## config.mk

```make
export PLATFORM = sky130hd
export DESIGN_NAME = sorted_priority_queue_unit_flat
export DESIGN_NICKNAME = d
export VERILOG_FILES = /design/src/rtl/spq_pkg.sv /design/src/rtl/spq_if.sv /design/src/rtl/spq_datapath.sv /design/src/rtl/spq_ctrl.sv /design/src/rtl/sorted_priority_queue_unit.sv /design/src/flat_wrapper.sv
export SDC_FILE = /design/constraint.sdc
export NUM_CORES = 2
export LEC_CHECK = 0
export ABC_AREA = 1
export BUFFER_PORTS_ARGS = -buffer_cell sky130_fd_sc_hd__buf_4
export CORE_MARGIN = 2
export CORE_UTILIZATION = 43
export CTS_BUF_LIST = sky130_fd_sc_hd__clkbuf_8 sky130_fd_sc_hd__clkbuf_16
export DETAILED_ROUTE_END_ITERATION = 6
export PLACE_DENSITY = 0.64
export SLEW_MARGIN = 20
export SYNTH_ARGS = -nofsm -noshare
export SYNTH_HDL_FRONTEND = slang
export SYNTH_SLANG_ARGS = --single-unit
```

## constraint.sdc

```tcl
create_clock -name clk -period 7.1 [get_ports clk]
set_input_delay 1.42 -clock clk [delete_from_list [all_inputs] [get_ports clk]]
set_output_delay 1.42 -clock clk [all_outputs]
set_load 0.05 [all_outputs]
```

## src/rtl/spq_pkg.sv

```systemverilog
// Package for the sorted priority queue: sizes, request and status codes, channel words.
// No dependencies.
`default_nettype none
package spq_pkg;
  localparam int Capacity = 16;
  localparam int CntW = $clog2(Capacity + 1);
  localparam int IdxW = $clog2(Capacity);

  typedef enum logic [1:0] {
    REQ_INSERT  = 2'd0,
    REQ_EXTRACT = 2'd1,
    REQ_MODIFY  = 2'd2,
    REQ_CLEAR   = 2'd3
  } req_t;

  typedef enum logic [1:0] {
    ST_OK        = 2'd0,
    ST_EMPTY     = 2'd1,
    ST_FULL      = 2'd2,
    ST_NOT_FOUND = 2'd3
  } status_t;

  typedef struct packed {
    req_t        req_type;
    logic [31:0] item_value;
    logic [15:0] item_priority;
  } request_t;

  typedef struct packed {
    status_t     status;
    logic [31:0] taken_value;
    logic [31:0] head_value;
    logic [15:0] head_priority;
    logic        is_empty;
    logic [4:0]  entry_total;
  } response_t;

  typedef struct packed {
    logic load;
    logic do_insert;
    logic do_remove;
    logic do_clear;
  } spq_cmd_t;

  typedef struct packed {
    logic             found;
    logic             full;
    logic             empty;
    logic [IdxW-1:0]  match_idx;
  } spq_stat_t;
endpackage
`default_nettype wire

```

## src/rtl/spq_if.sv

```systemverilog
// Valid/ready channel interface carrying one word of a generic payload.
// Depends on nothing.
`default_nettype none
interface spq_if #(parameter type payload_t = logic) (input wire logic clk);
  logic     valid;
  logic     ready;
  payload_t data;
  modport source (output valid, output data, input ready);
  modport sink (input valid, input data, output ready);
endinterface
`default_nettype wire

```

## src/rtl/spq_datapath.sv

```systemverilog
// Datapath: row of sorted cells with parallel compare, shift insert and remove.
// Depends on spq_pkg.
`default_nettype none
module spq_datapath
  import spq_pkg::*;
(
  input  wire logic               clk,
  input  wire logic               rst,
  input  wire spq_cmd_t           cmd,
  input  wire logic signed [31:0] in_value,
  input  wire logic signed [15:0] in_priority,
  input  wire logic [IdxW-1:0]    remove_idx,
  output spq_stat_t               stat,
  output logic signed [31:0]      head_value,
  output logic signed [15:0]      head_priority,
  output logic [CntW-1:0]         count
);
  logic signed [31:0] cval [Capacity];
  logic signed [15:0] cpri [Capacity];
  logic signed [31:0] rval;
  logic signed [15:0] rpri;
  logic [Capacity-1:0] vld, ge, hit;
  logic [IdxW-1:0] midx;

  always_comb begin
    midx = '0;
    for (int i = Capacity - 1; i >= 0; i--) begin
      vld[i] = CntW'(i) < count;
      ge[i]  = vld[i] && (cpri[i] >= rpri);
      hit[i] = vld[i] && (cval[i] == rval);
      if (hit[i]) begin
        midx = IdxW'(i);
      end
    end
  end

  assign stat.found     = |hit;
  assign stat.match_idx = midx;
  assign stat.full      = count == CntW'(Capacity);
  assign stat.empty     = count == '0;
  assign head_value     = cval[0];
  assign head_priority  = cpri[0];

  always_ff @(posedge clk) begin
    if (cmd.load) begin
      rval <= in_value;
      rpri <= in_priority;
    end
    if (cmd.do_remove) begin
      for (int i = 0; i < Capacity - 1; i++) begin
        if (IdxW'(i) >= remove_idx) begin
          cval[i] <= cval[i+1];
          cpri[i] <= cpri[i+1];
        end
      end
    end else if (cmd.do_insert) begin
      for (int i = 0; i < Capacity; i++) begin
        if (!ge[i]) begin
          if (i == 0 || ge[(i == 0) ? 0 : i-1]) begin
            cval[i] <= rval;
            cpri[i] <= rpri;
          end else begin
            cval[i] <= cval[(i == 0) ? 0 : i-1];
            cpri[i] <= cpri[(i == 0) ? 0 : i-1];
          end
        end
      end
    end
  end

  always_ff @(posedge clk) begin
    if (rst || cmd.do_clear) begin
      count <= '0;
    end else if (cmd.do_remove) begin
      count <= count - CntW'(1);
    end else if (cmd.do_insert) begin
      count <= count + CntW'(1);
    end
  end

  assert property (@(posedge clk) disable iff (rst) count <= CntW'(Capacity))
    else $error("count above capacity");
  assert property (@(posedge clk) disable iff (rst)
      cmd.do_insert && !cmd.do_remove |-> !stat.full)
    else $error("insert into full queue");
  assert property (@(posedge clk) disable iff (rst)
      cmd.do_remove |-> !stat.empty)
    else $error("remove from empty queue");
endmodule
`default_nettype wire

```

## src/rtl/spq_ctrl.sv

```systemverilog
// Controller: sequences each request over the cell datapath and builds the result.
// Depends on spq_pkg.
`default_nettype none
module spq_ctrl
  import spq_pkg::*;
(
  input  wire logic               clk,
  input  wire logic               rst,
  input  wire logic               in_valid,
  output logic                    in_ready,
  input  wire logic [1:0]         in_req,
  output spq_cmd_t                cmd,
  output logic [IdxW-1:0]         remove_idx,
  input  wire spq_stat_t          stat,
  input  wire logic signed [31:0] head_value,
  input  wire logic signed [15:0] head_priority,
  input  wire logic [CntW-1:0]    count,
  output logic                    out_valid,
  input  wire logic               out_ready,
  output logic [1:0]              status,
  output logic signed [31:0]      taken_value,
  output logic signed [31:0]      out_head_value,
  output logic signed [15:0]      out_head_priority,
  output logic                    is_empty,
  output logic [4:0]              entry_total
);
  typedef enum logic [1:0] {S_IDLE, S_EXEC, S_REINS, S_REPORT} state_t;
  state_t state;
  req_t req;
  status_t st;
  logic signed [31:0] taken;

  assign in_ready = (state == S_IDLE);

  always_comb begin
    cmd = '0;
    remove_idx = '0;
    cmd.load = in_valid && in_ready;
    unique case (state)
      S_EXEC: begin
        unique case (req)
          REQ_INSERT:  cmd.do_insert = !stat.full;
          REQ_EXTRACT: cmd.do_remove = !stat.empty;
          REQ_MODIFY: begin
            cmd.do_remove = stat.found;
            remove_idx = stat.match_idx;
          end
          REQ_CLEAR:   cmd.do_clear = 1'b1;
          default: ;
        endcase
      end
      S_REINS: cmd.do_insert = 1'b1;
      default: ;
    endcase
  end

  always_ff @(posedge clk) begin
    if (rst) begin
      state <= S_IDLE;
      out_valid <= 1'b0;
    end else begin
      if (out_valid && out_ready && state != S_REPORT) begin
        out_valid <= 1'b0;
      end
      unique case (state)
        S_IDLE: begin
          if (in_valid && in_ready) begin
            req <= req_t'(in_req);
            state <= S_EXEC;
          end
        end
        S_EXEC: begin
          st <= ST_OK;
          taken <= '0;
          state <= S_REPORT;
          unique case (req)
            REQ_INSERT:  if (stat.full) st <= ST_FULL;
            REQ_EXTRACT: begin
              if (stat.empty) st <= ST_EMPTY;
              else taken <= head_value;
            end
            REQ_MODIFY: begin
              if (!stat.found) st <= ST_NOT_FOUND;
              else state <= S_REINS;
            end
            default: ;
          endcase
        end
        S_REINS: state <= S_REPORT;
        S_REPORT: begin
          if (!out_valid || out_ready) begin
            status <= st;
            taken_value <= taken;
            is_empty <= stat.empty;
            out_head_value <= stat.empty ? 32'sd0 : head_value;
            out_head_priority <= stat.empty ? 16'sd0 : head_priority;
            entry_total <= 5'(count);
            out_valid <= 1'b1;
            state <= S_IDLE;
          end
        end
        default: state <= S_IDLE;
      endcase
    end
  end

  assert property (@(posedge clk) disable iff (rst)
      (state == S_REPORT) |=> out_valid)
    else $error("result not raised after report");
  assert property (@(posedge clk) disable iff (rst)
      (state == S_REINS) |-> $past(state) == S_EXEC && req == REQ_MODIFY)
    else $error("reinsert outside modify");
  assert property (@(posedge clk) disable iff (rst)
      out_valid && !out_ready |=> out_valid && $stable(status) && $stable(taken_value))
    else $error("result changed while waiting");
endmodule
`default_nettype wire

```

## src/rtl/sorted_priority_queue_unit.sv

```systemverilog
// Sorted priority queue top level: controller plus cell datapath.
// Each accepted word goes through an execute step (plus a reinsert step for modify with
// a match) and a report step that registers the result; no new word is accepted until
// the report step is done, and a waiting result holds the next word in its report step.
// Reset (rst, synchronous): queue empty, no result pending.
// Depends on spq_pkg, spq_if, spq_ctrl, spq_datapath.
`default_nettype none
module sorted_priority_queue_unit
  import spq_pkg::*;
(
  input  wire logic clk,
  input  wire logic rst,
  spq_if.sink       req,
  spq_if.source     rsp
);
  spq_cmd_t cmd;
  spq_stat_t stat;
  logic [IdxW-1:0] remove_idx;
  logic signed [31:0] hv;
  logic signed [15:0] hp;
  logic [CntW-1:0] count;

  spq_datapath u_dp (
    .clk, .rst, .cmd,
    .in_value(req.data.item_value), .in_priority(req.data.item_priority),
    .remove_idx, .stat, .head_value(hv), .head_priority(hp), .count
  );

  spq_ctrl u_ctrl (
    .clk, .rst,
    .in_valid(req.valid), .in_ready(req.ready), .in_req(req.data.req_type),
    .cmd, .remove_idx, .stat, .head_value(hv), .head_priority(hp), .count,
    .out_valid(rsp.valid), .out_ready(rsp.ready),
    .status(rsp.data.status), .taken_value(rsp.data.taken_value),
    .out_head_value(rsp.data.head_value), .out_head_priority(rsp.data.head_priority),
    .is_empty(rsp.data.is_empty), .entry_total(rsp.data.entry_total)
  );
endmodule
`default_nettype wire

```

## src/flat_wrapper.sv

```systemverilog
// flat-port wrapper written by rule: the top's interface ports become plain ports
module sorted_priority_queue_unit_flat import spq_pkg::*;
  (clk, rst, req_valid, req_data, req_ready, rsp_valid, rsp_data, rsp_ready);
  spq_if #(.payload_t(request_t)) req_i (.clk(clk));
  spq_if #(.payload_t(response_t)) rsp_i (.clk(clk));
  input  wire logic clk;
  input  wire logic rst;
  input wire logic [$bits(req_i.valid)-1:0] req_valid;
  input wire logic [$bits(req_i.data)-1:0] req_data;
  output wire logic [$bits(req_i.ready)-1:0] req_ready;
  output wire logic [$bits(rsp_i.valid)-1:0] rsp_valid;
  output wire logic [$bits(rsp_i.data)-1:0] rsp_data;
  input wire logic [$bits(rsp_i.ready)-1:0] rsp_ready;
  assign req_i.valid = req_valid;
  assign req_i.data = req_data;
  assign req_ready = req_i.ready;
  assign rsp_valid = rsp_i.valid;
  assign rsp_data = rsp_i.data;
  assign rsp_i.ready = rsp_ready;
  sorted_priority_queue_unit u_core (.clk(clk), .rst(rst), .req(req_i), .rsp(rsp_i));
endmodule
```

==> After elaboration in Yosys (flattened, before gate mapping) <==
Memories as Yosys holds them, arrays and structs flattened.
Index checks and enable logic that the tools add are counted.
{ "classes": {"n_addsub": 2, "order_cmp": 47, "eq_ne": 26, "n_mux": 296, "n_bitwise": 61, "reduce_logical": 49} }
{ "op_table": {"columns": ["operator", "count"], "rows": [
  ["$mux 32", 31],
  ["$eq 32x32->1", 16],
  ["$mux 16", 30],
  ["$ge 16x16->1", 16],
  ["$mux 1", 206],
  ["$mux 4", 18],
  ["$or 1x1->1", 60],
  ["$lt 4x5->1 const A", 8],
  ["$logic_and 1x1->1", 35],
  ["$ge 4x4->1 const A", 7],
  ["$lt 3x5->1 const A", 4],
  ["$ge 3x4->1 const A", 4],
  ["$reduce_or 16->1", 1],
  ["$lt 1x5->1 const A", 2],
  ["$lt 2x5->1 const A", 2],
  ["$mux 2", 5],
  ["$mux 5", 2],
  ["$eq 2x2->1 const B", 4],
  ["$ge 1x4->1 const A", 2],
  ["$ge 2x4->1 const A", 2],
  ["$pmux 2 s4", 1],
  ["$pmux 2 s3", 1],
  ["$reduce_and 3->1", 2],
  ["$add 5x1->5 const B", 1],
  ["other kinds (13)", 21]
]} }
{ "word_totals": {"regBits": 180, "ramBits": 768, "output_inout_bits": 90, "memories": 2} }
{ "mem_list": {"columns": ["name", "depth", "word_bits", "read_ports", "rd_ports_with_merged_regs", "write_ports", "line_no", "rtl"], "rows": [
  ["u_core.u_dp.cval", 16, 32, 16, 0, 16, "spq_datapath.sv:18", "logic signed [31:0] cval [Capacity];"],
  ["u_core.u_dp.cpri", 16, 16, 16, 0, 16, "spq_datapath.sv:19", "logic signed [15:0] cpri [Capacity];"]
]} }

==> Depth between registers and ports, before layout <==
An unclocked memory read counts as a cell.
{ "depth": {"depth_word": 27, "ltp_mapped": 32} }

==> Hierarchy <==
From an unflattened synthesis, not the netlist that was laid out.
{ "hier_totals": {"hier_cells": 6761, "hier_area_um2": 59290.6} }
{ "modules_own_cells": {"columns": ["mod", "instances", "cells_each", "area_per_inst_um2", "seq_area_each_um2"], "rows": [
  ["spq_datapath", 1, 6435, 54569.8, 24603.6],
  ["spq_ctrl", 1, 326, 4720.8, 3783.6]
]} }

==> Worst setup path after synthesis <==
OpenSTA, ideal clock, no wires.
{ "synth_path": {"path_kind": "register to register", "from": "register u_core.u_dp.rval[6]", "to": "memory u_core.u_dp.cpri[2][0] (netlist: u_core.u_dp.cpri[1][0]), enable pin", "setup_ns": 0.520, "arrival_time_ns": 5.668, "required_time_ns": 6.580, "setup_slack_ns": 0.912, "path_stages_with_launch": 19, "cell_sequence": "edfxtp_1 -> buf_4 -> buf_6 -> xor2_1 -> nor3_1 -> nand2_1 -> nor4_1 -> nand2_1 -> nand2_1 -> nor2_1 -> nand4_1 -> nand2_1 -> nand2_1 -> nand2_2 -> buf_6 -> buf_4 -> nor2_1 -> nand2_1 -> o21ai_0"} }
{ "synth_lines": {"columns": ["item", "line_no", "rtl"], "rows": [
  ["from (decl)", "spq_datapath.sv:20", "logic signed [31:0] rval;"],
  ["from (signal assigned)", "spq_datapath.sv:46", "rval <= in_value;"],
  ["to (decl)", "spq_datapath.sv:19", null]
]} }

==> results.py <==
metrics = {
    "clocking": {
        "clock_insertion_delay_worst_skew_ps": 770,
        "cts_root_buf": "sky130_fd_sc_hd__clkbuf_16",
        "clkSlewWorstSetupHoldPaths_ps": 60,
        "tritoncts.num_buffers": 113,
        "largest_buffer_count_on_any_clock_path": 3,
        "cts-htree-levels": 3,
        "tritoncts": "done",
        "tritoncts_num_sinks": 948,
        "cts_resized": 0,
        "holdBufCountCts": 0,
        "cts_post_setup_buffers_inserted": 0,
    },
    "worst_setup_path": {
        "timing.critical_path.from_type": "flop",
        "timing.reg2reg.worst_path_depth": 13,
        "reg2reg_to": "u_core.u_dp.cval[0][21]$_DFFE_PP_",
        "setup.reg_to_reg.worst_slack_ps": 1430,
        "worst_ep_arrival_time_ps": 6110,
        "crit_type": "reg2reg",
        "critPathRequiredTime_ps": 7540,
        "slowest_delay_ps": 810,
        "reg2reg_from": "u_core.u_dp.rpri[8]$_DFFE_PP_",
        "cpMaxStageDelayCell": "sky130_fd_sc_hd__clkinv_1",
        "path_max_fanout": 96,
        "timing.critical_path.to_type": "flop",
        "worstPathCellList": "clkinv_1, buf_4, ha_1, a21oi_1, nand3b_1, a21oi_1, nor3_1, nand2_1, o211ai_1, nand2_4, nand2_2, buf_4, o21ai_0",
    },
    "placement": {
        "port-buffer-count": 143,
        "dpl_cell_area_um2": 65000,
        "placed_cells_incl_taps": 9417,
        "gp_routability_congestion": 1.02,
        "dp.final_hpwl_mm": 184,
    },
    "die": {
        "core_region_area_um2": 145000,
        "rows": 140,
        "die_area_um2": 149000,
        "die_height_um": 386,
        "start_util_pct": 43.2,
        "io_pins": 144,
        "floorplan_die_width_um": 386,
    },
    "layout": {
        "finish.instance_area_um2": 68800,
        "mostFrequentLayoutCell": "sky130_fd_sc_hd__nand2_1",
        "post_layout_nonfiller_instances": 9635,
        "final_core_utilization_pct": 47.4,
        "fraction_of_final_layout_cells_sized_beyond_drive_strength_1_pct": 7.82,
        "syn_to_final_growth_pct": 9.80,
        "most-common-layout-cells": "2,374 x sky130_fd_sc_hd__nand2_1, 940 x sky130_fd_sc_hd__edfxtp_1, 688 x sky130_fd_sc_hd__inv_1",
        "layout.nets": 7940,
    },
    "route": {
        "postRouteAntennaNets": 0,
        "route.vias.total": 57000,
        "post_drt_via_cell_ratio": 5.92,
        "totalWireLength_mm": 252,
        "drc": 10,
        "first_pass_iteration_count_of_the_detailed_router": 7,
        "routed_wire_length_per_instance_um": 26.2,
        "detail_route.iter0.violations": 8129,
    },
    "power": {
        "ir_drop_uv": 276,
        "p_total_mw": 26.9,
        "power.density_nw_per_um2": 390,
        "total_leakage_power_nw": 30.4,
    },
    "sta": {
        "final_skew_ps": 28.4,
        "fraction_of_the_cycle_the_final_worst_path_needs_pct": 79.8,
        "timing.final.crit_period_ps": 5670,
        "worst_pin_slew_ps": 1190,
        "fin_tns_setup_ps": 0,
        "max_freq_mhz": 176,
        "rsz0062_at_grt": "false",
        "finalMaxSlewViolations": 0,
        "number_of_hold_violations_in_the_final_report": 0,
        "setup-violations-final": 0,
        "max-slew-margin-rel_pct": 20.5,
    },
    "run_status": {
        "run_status": "complete, but fails checks",
        "violations": "DRC",
    },
    "logic_synthesis": {
        "post_synth_inst_count": 7694,
        "synth-warning-count": 0,
        "synth_fp_nets": 8016,
        "synth.cell_area_um2": 62700,
        "synth_seq_area_share_pct": 45.3,
        "yosys_most_used_dff": "sky130_fd_sc_hd__edfxtp_1",
        "synth_register_bits": 948,
        "async_flop_share_pct": 0,
        "postSynthAreaPerCell_um2": 8.15,
        "number_of_synthesized_flops_with_an_enable_pin": 940,
        "yosys.cell_types.count": 58,
    },
    "hold_path": {
        "whs_path_depth": 0,
        "hold_class": "reg2reg",
        "worst_hold_path.endpoint": "u_core.u_ctrl.taken_value[16]$_DFFE_PP_",
        "holdCritStartpoint": "u_core.u_ctrl.taken[16]$_SDFFCE_PP0P_",
    },
    "global_routing": {
        "number_of_antenna_violations_at_the_first_check_in_global_routing": 5,
        "globalRouteOverflowTotal": 0,
        "grt_max_degree": 135,
        "first_global_vias": 53100,
        "first_pass_grt_wire_length_mm": 363,
        "groute.usage.overall_pct": 33.3,
    },
    "flow_run": {
        "max-cap-violations": 0,
    },
}
[per-stage QoR]
stage | hold WS, ps | setup WS [ps]
2_1_floorplan | 400 | 912
3_3_place_gp | 401 | 1660
3_5_place_dp | 405 | 1600
4_1_cts | 417 | 1570
5_1_grt | 424 | 1320
6_report | 417 | 1430
[cells by family (layout without fill, tap and decap cells)]
group,Yosys count,count (layout),synth area share (%)
compound gates,1117,1117,9.89
xor+xnor,376,376,5.27
fa+ha+maj,268,268,5.35
buf+inv,1223,1244,8.74
flops,948,948,45.3
other cells,0,3,0
simple gates,3762,3762,25.5
[state kept, by name (all words and copies together) (netlist names), 16 cells and up]
signal / count
u_core.u_ctrl.taken: 32
u_core.u_dp.cval: 512
u_core.u_ctrl.out_head_priority: 16
u_core.u_dp.rpri: 16
u_core.u_ctrl.taken_value: 32
u_core.u_dp.rval: 32
u_core.u_ctrl.out_head_value: 32
u_core.u_dp.cpri: 256
[cell usage after synthesis (13+ instances only)]
| cell | n | area [um^2] |
|---|---|---|
| sky130_fd_sc_hd__nor3b_1 | 13 | 97.6 |
| sky130_fd_sc_hd__buf_2 | 163 | 816 |
| sky130_fd_sc_hd__or2_2 | 17 | 106 |
| sky130_fd_sc_hd__clkbuf_1 | 192 | 721 |
| sky130_fd_sc_hd__nand3b_1 | 19 | 143 |
| sky130_fd_sc_hd__o21ai_0 | 650 | 3250 |
| sky130_fd_sc_hd__inv_1 | 672 | 2520 |
| sky130_fd_sc_hd__buf_6 | 60 | 676 |
| sky130_fd_sc_hd__a21oi_1 | 136 | 681 |
| sky130_fd_sc_hd__nand2_1 | 2393 | 8980 |
| sky130_fd_sc_hd__inv_2 | 41 | 154 |
| sky130_fd_sc_hd__buf_4 | 59 | 443 |
| sky130_fd_sc_hd__o21ai_1 | 64 | 320 |
| sky130_fd_sc_hd__nor3_1 | 77 | 385 |
| sky130_fd_sc_hd__clkinv_1 | 15 | 56.3 |
| sky130_fd_sc_hd__nand4_1 | 172 | 1080 |
| sky130_fd_sc_hd__o211ai_1 | 98 | 736 |
| sky130_fd_sc_hd__edfxtp_1 | 940 | 28200 |
| sky130_fd_sc_hd__buf_1 | 17 | 63.8 |
| sky130_fd_sc_hd__nand3_1 | 590 | 2950 |
| sky130_fd_sc_hd__xor2_1 | 158 | 1380 |
| sky130_fd_sc_hd__a31oi_1 | 98 | 613 |
| sky130_fd_sc_hd__nor2_1 | 366 | 1370 |
| sky130_fd_sc_hd__ha_1 | 268 | 3350 |
| sky130_fd_sc_hd__xnor2_1 | 217 | 1900 |
| sky130_fd_sc_hd__nor4_1 | 69 | 432 |
[worst max-delay path, delay by kind of cell (launching register included)]
kind,cells,cell delay [ps]
AOI/OAI and AO/OA,4,1220
adders and majority gates,1,210
buffers and inverters,3,2010
and+or+nand+nor,5,1090
DFF,1,620
[worst max path at each step]
stage / slack, ps / start / to / cells past startpoint
after floorplan: 910 / u_core.u_dp.rval[6]$_DFFE_PP_ / u_core.u_dp.cpri[1][0]$_DFFE_PP_ / 18
after global placement: 1660 / u_core.u_dp.rpri[8]$_DFFE_PP_ / u_core.u_dp.cval[0][21]$_DFFE_PP_ / 13
after detailed placement: 1600 / u_core.u_dp.rpri[8]$_DFFE_PP_ / u_core.u_dp.cval[0][14]$_DFFE_PP_ / 13
after CTS: 1570 / u_core.u_dp.rpri[8]$_DFFE_PP_ / u_core.u_dp.cval[0][21]$_DFFE_PP_ / 13
after global routing: 1320 / u_core.u_dp.rpri[8]$_DFFE_PP_ / u_core.u_dp.cval[0][14]$_DFFE_PP_ / 13
final: 1430 / u_core.u_dp.rpri[8]$_DFFE_PP_ / u_core.u_dp.cval[0][21]$_DFFE_PP_ / 13
[report_power, final]
part / switching (mW) / internal [mW]
clock network: 2.56 / 3.37
registers: 1.47 / 8.48
logic: 7.76 / 3.22
[cell type report]
class                      instances  area, um^2
fill                           14100       76400
multi-input combinational       5523       29000
sequential                       948       28400
clock buffer                     113        2830
inverter                         732        2760
timing repair buffer             300        2520
tap                             1917        2400
clock inverter                    99         891
antenna                            3        7.51
[routing by layer]
metal  vias to the layer above  global-route usage, %  share of wire (%)
met5                         -                      0              0.017
met4                         6                   18.1                6.2
met3                       624                   6.44                 11
met2                      3487                   48.4                 42
met1                     27100                   46.5                 41
li1                      25800                      -                  -
No activity file was read; power rests on OpenSTA's default activity.
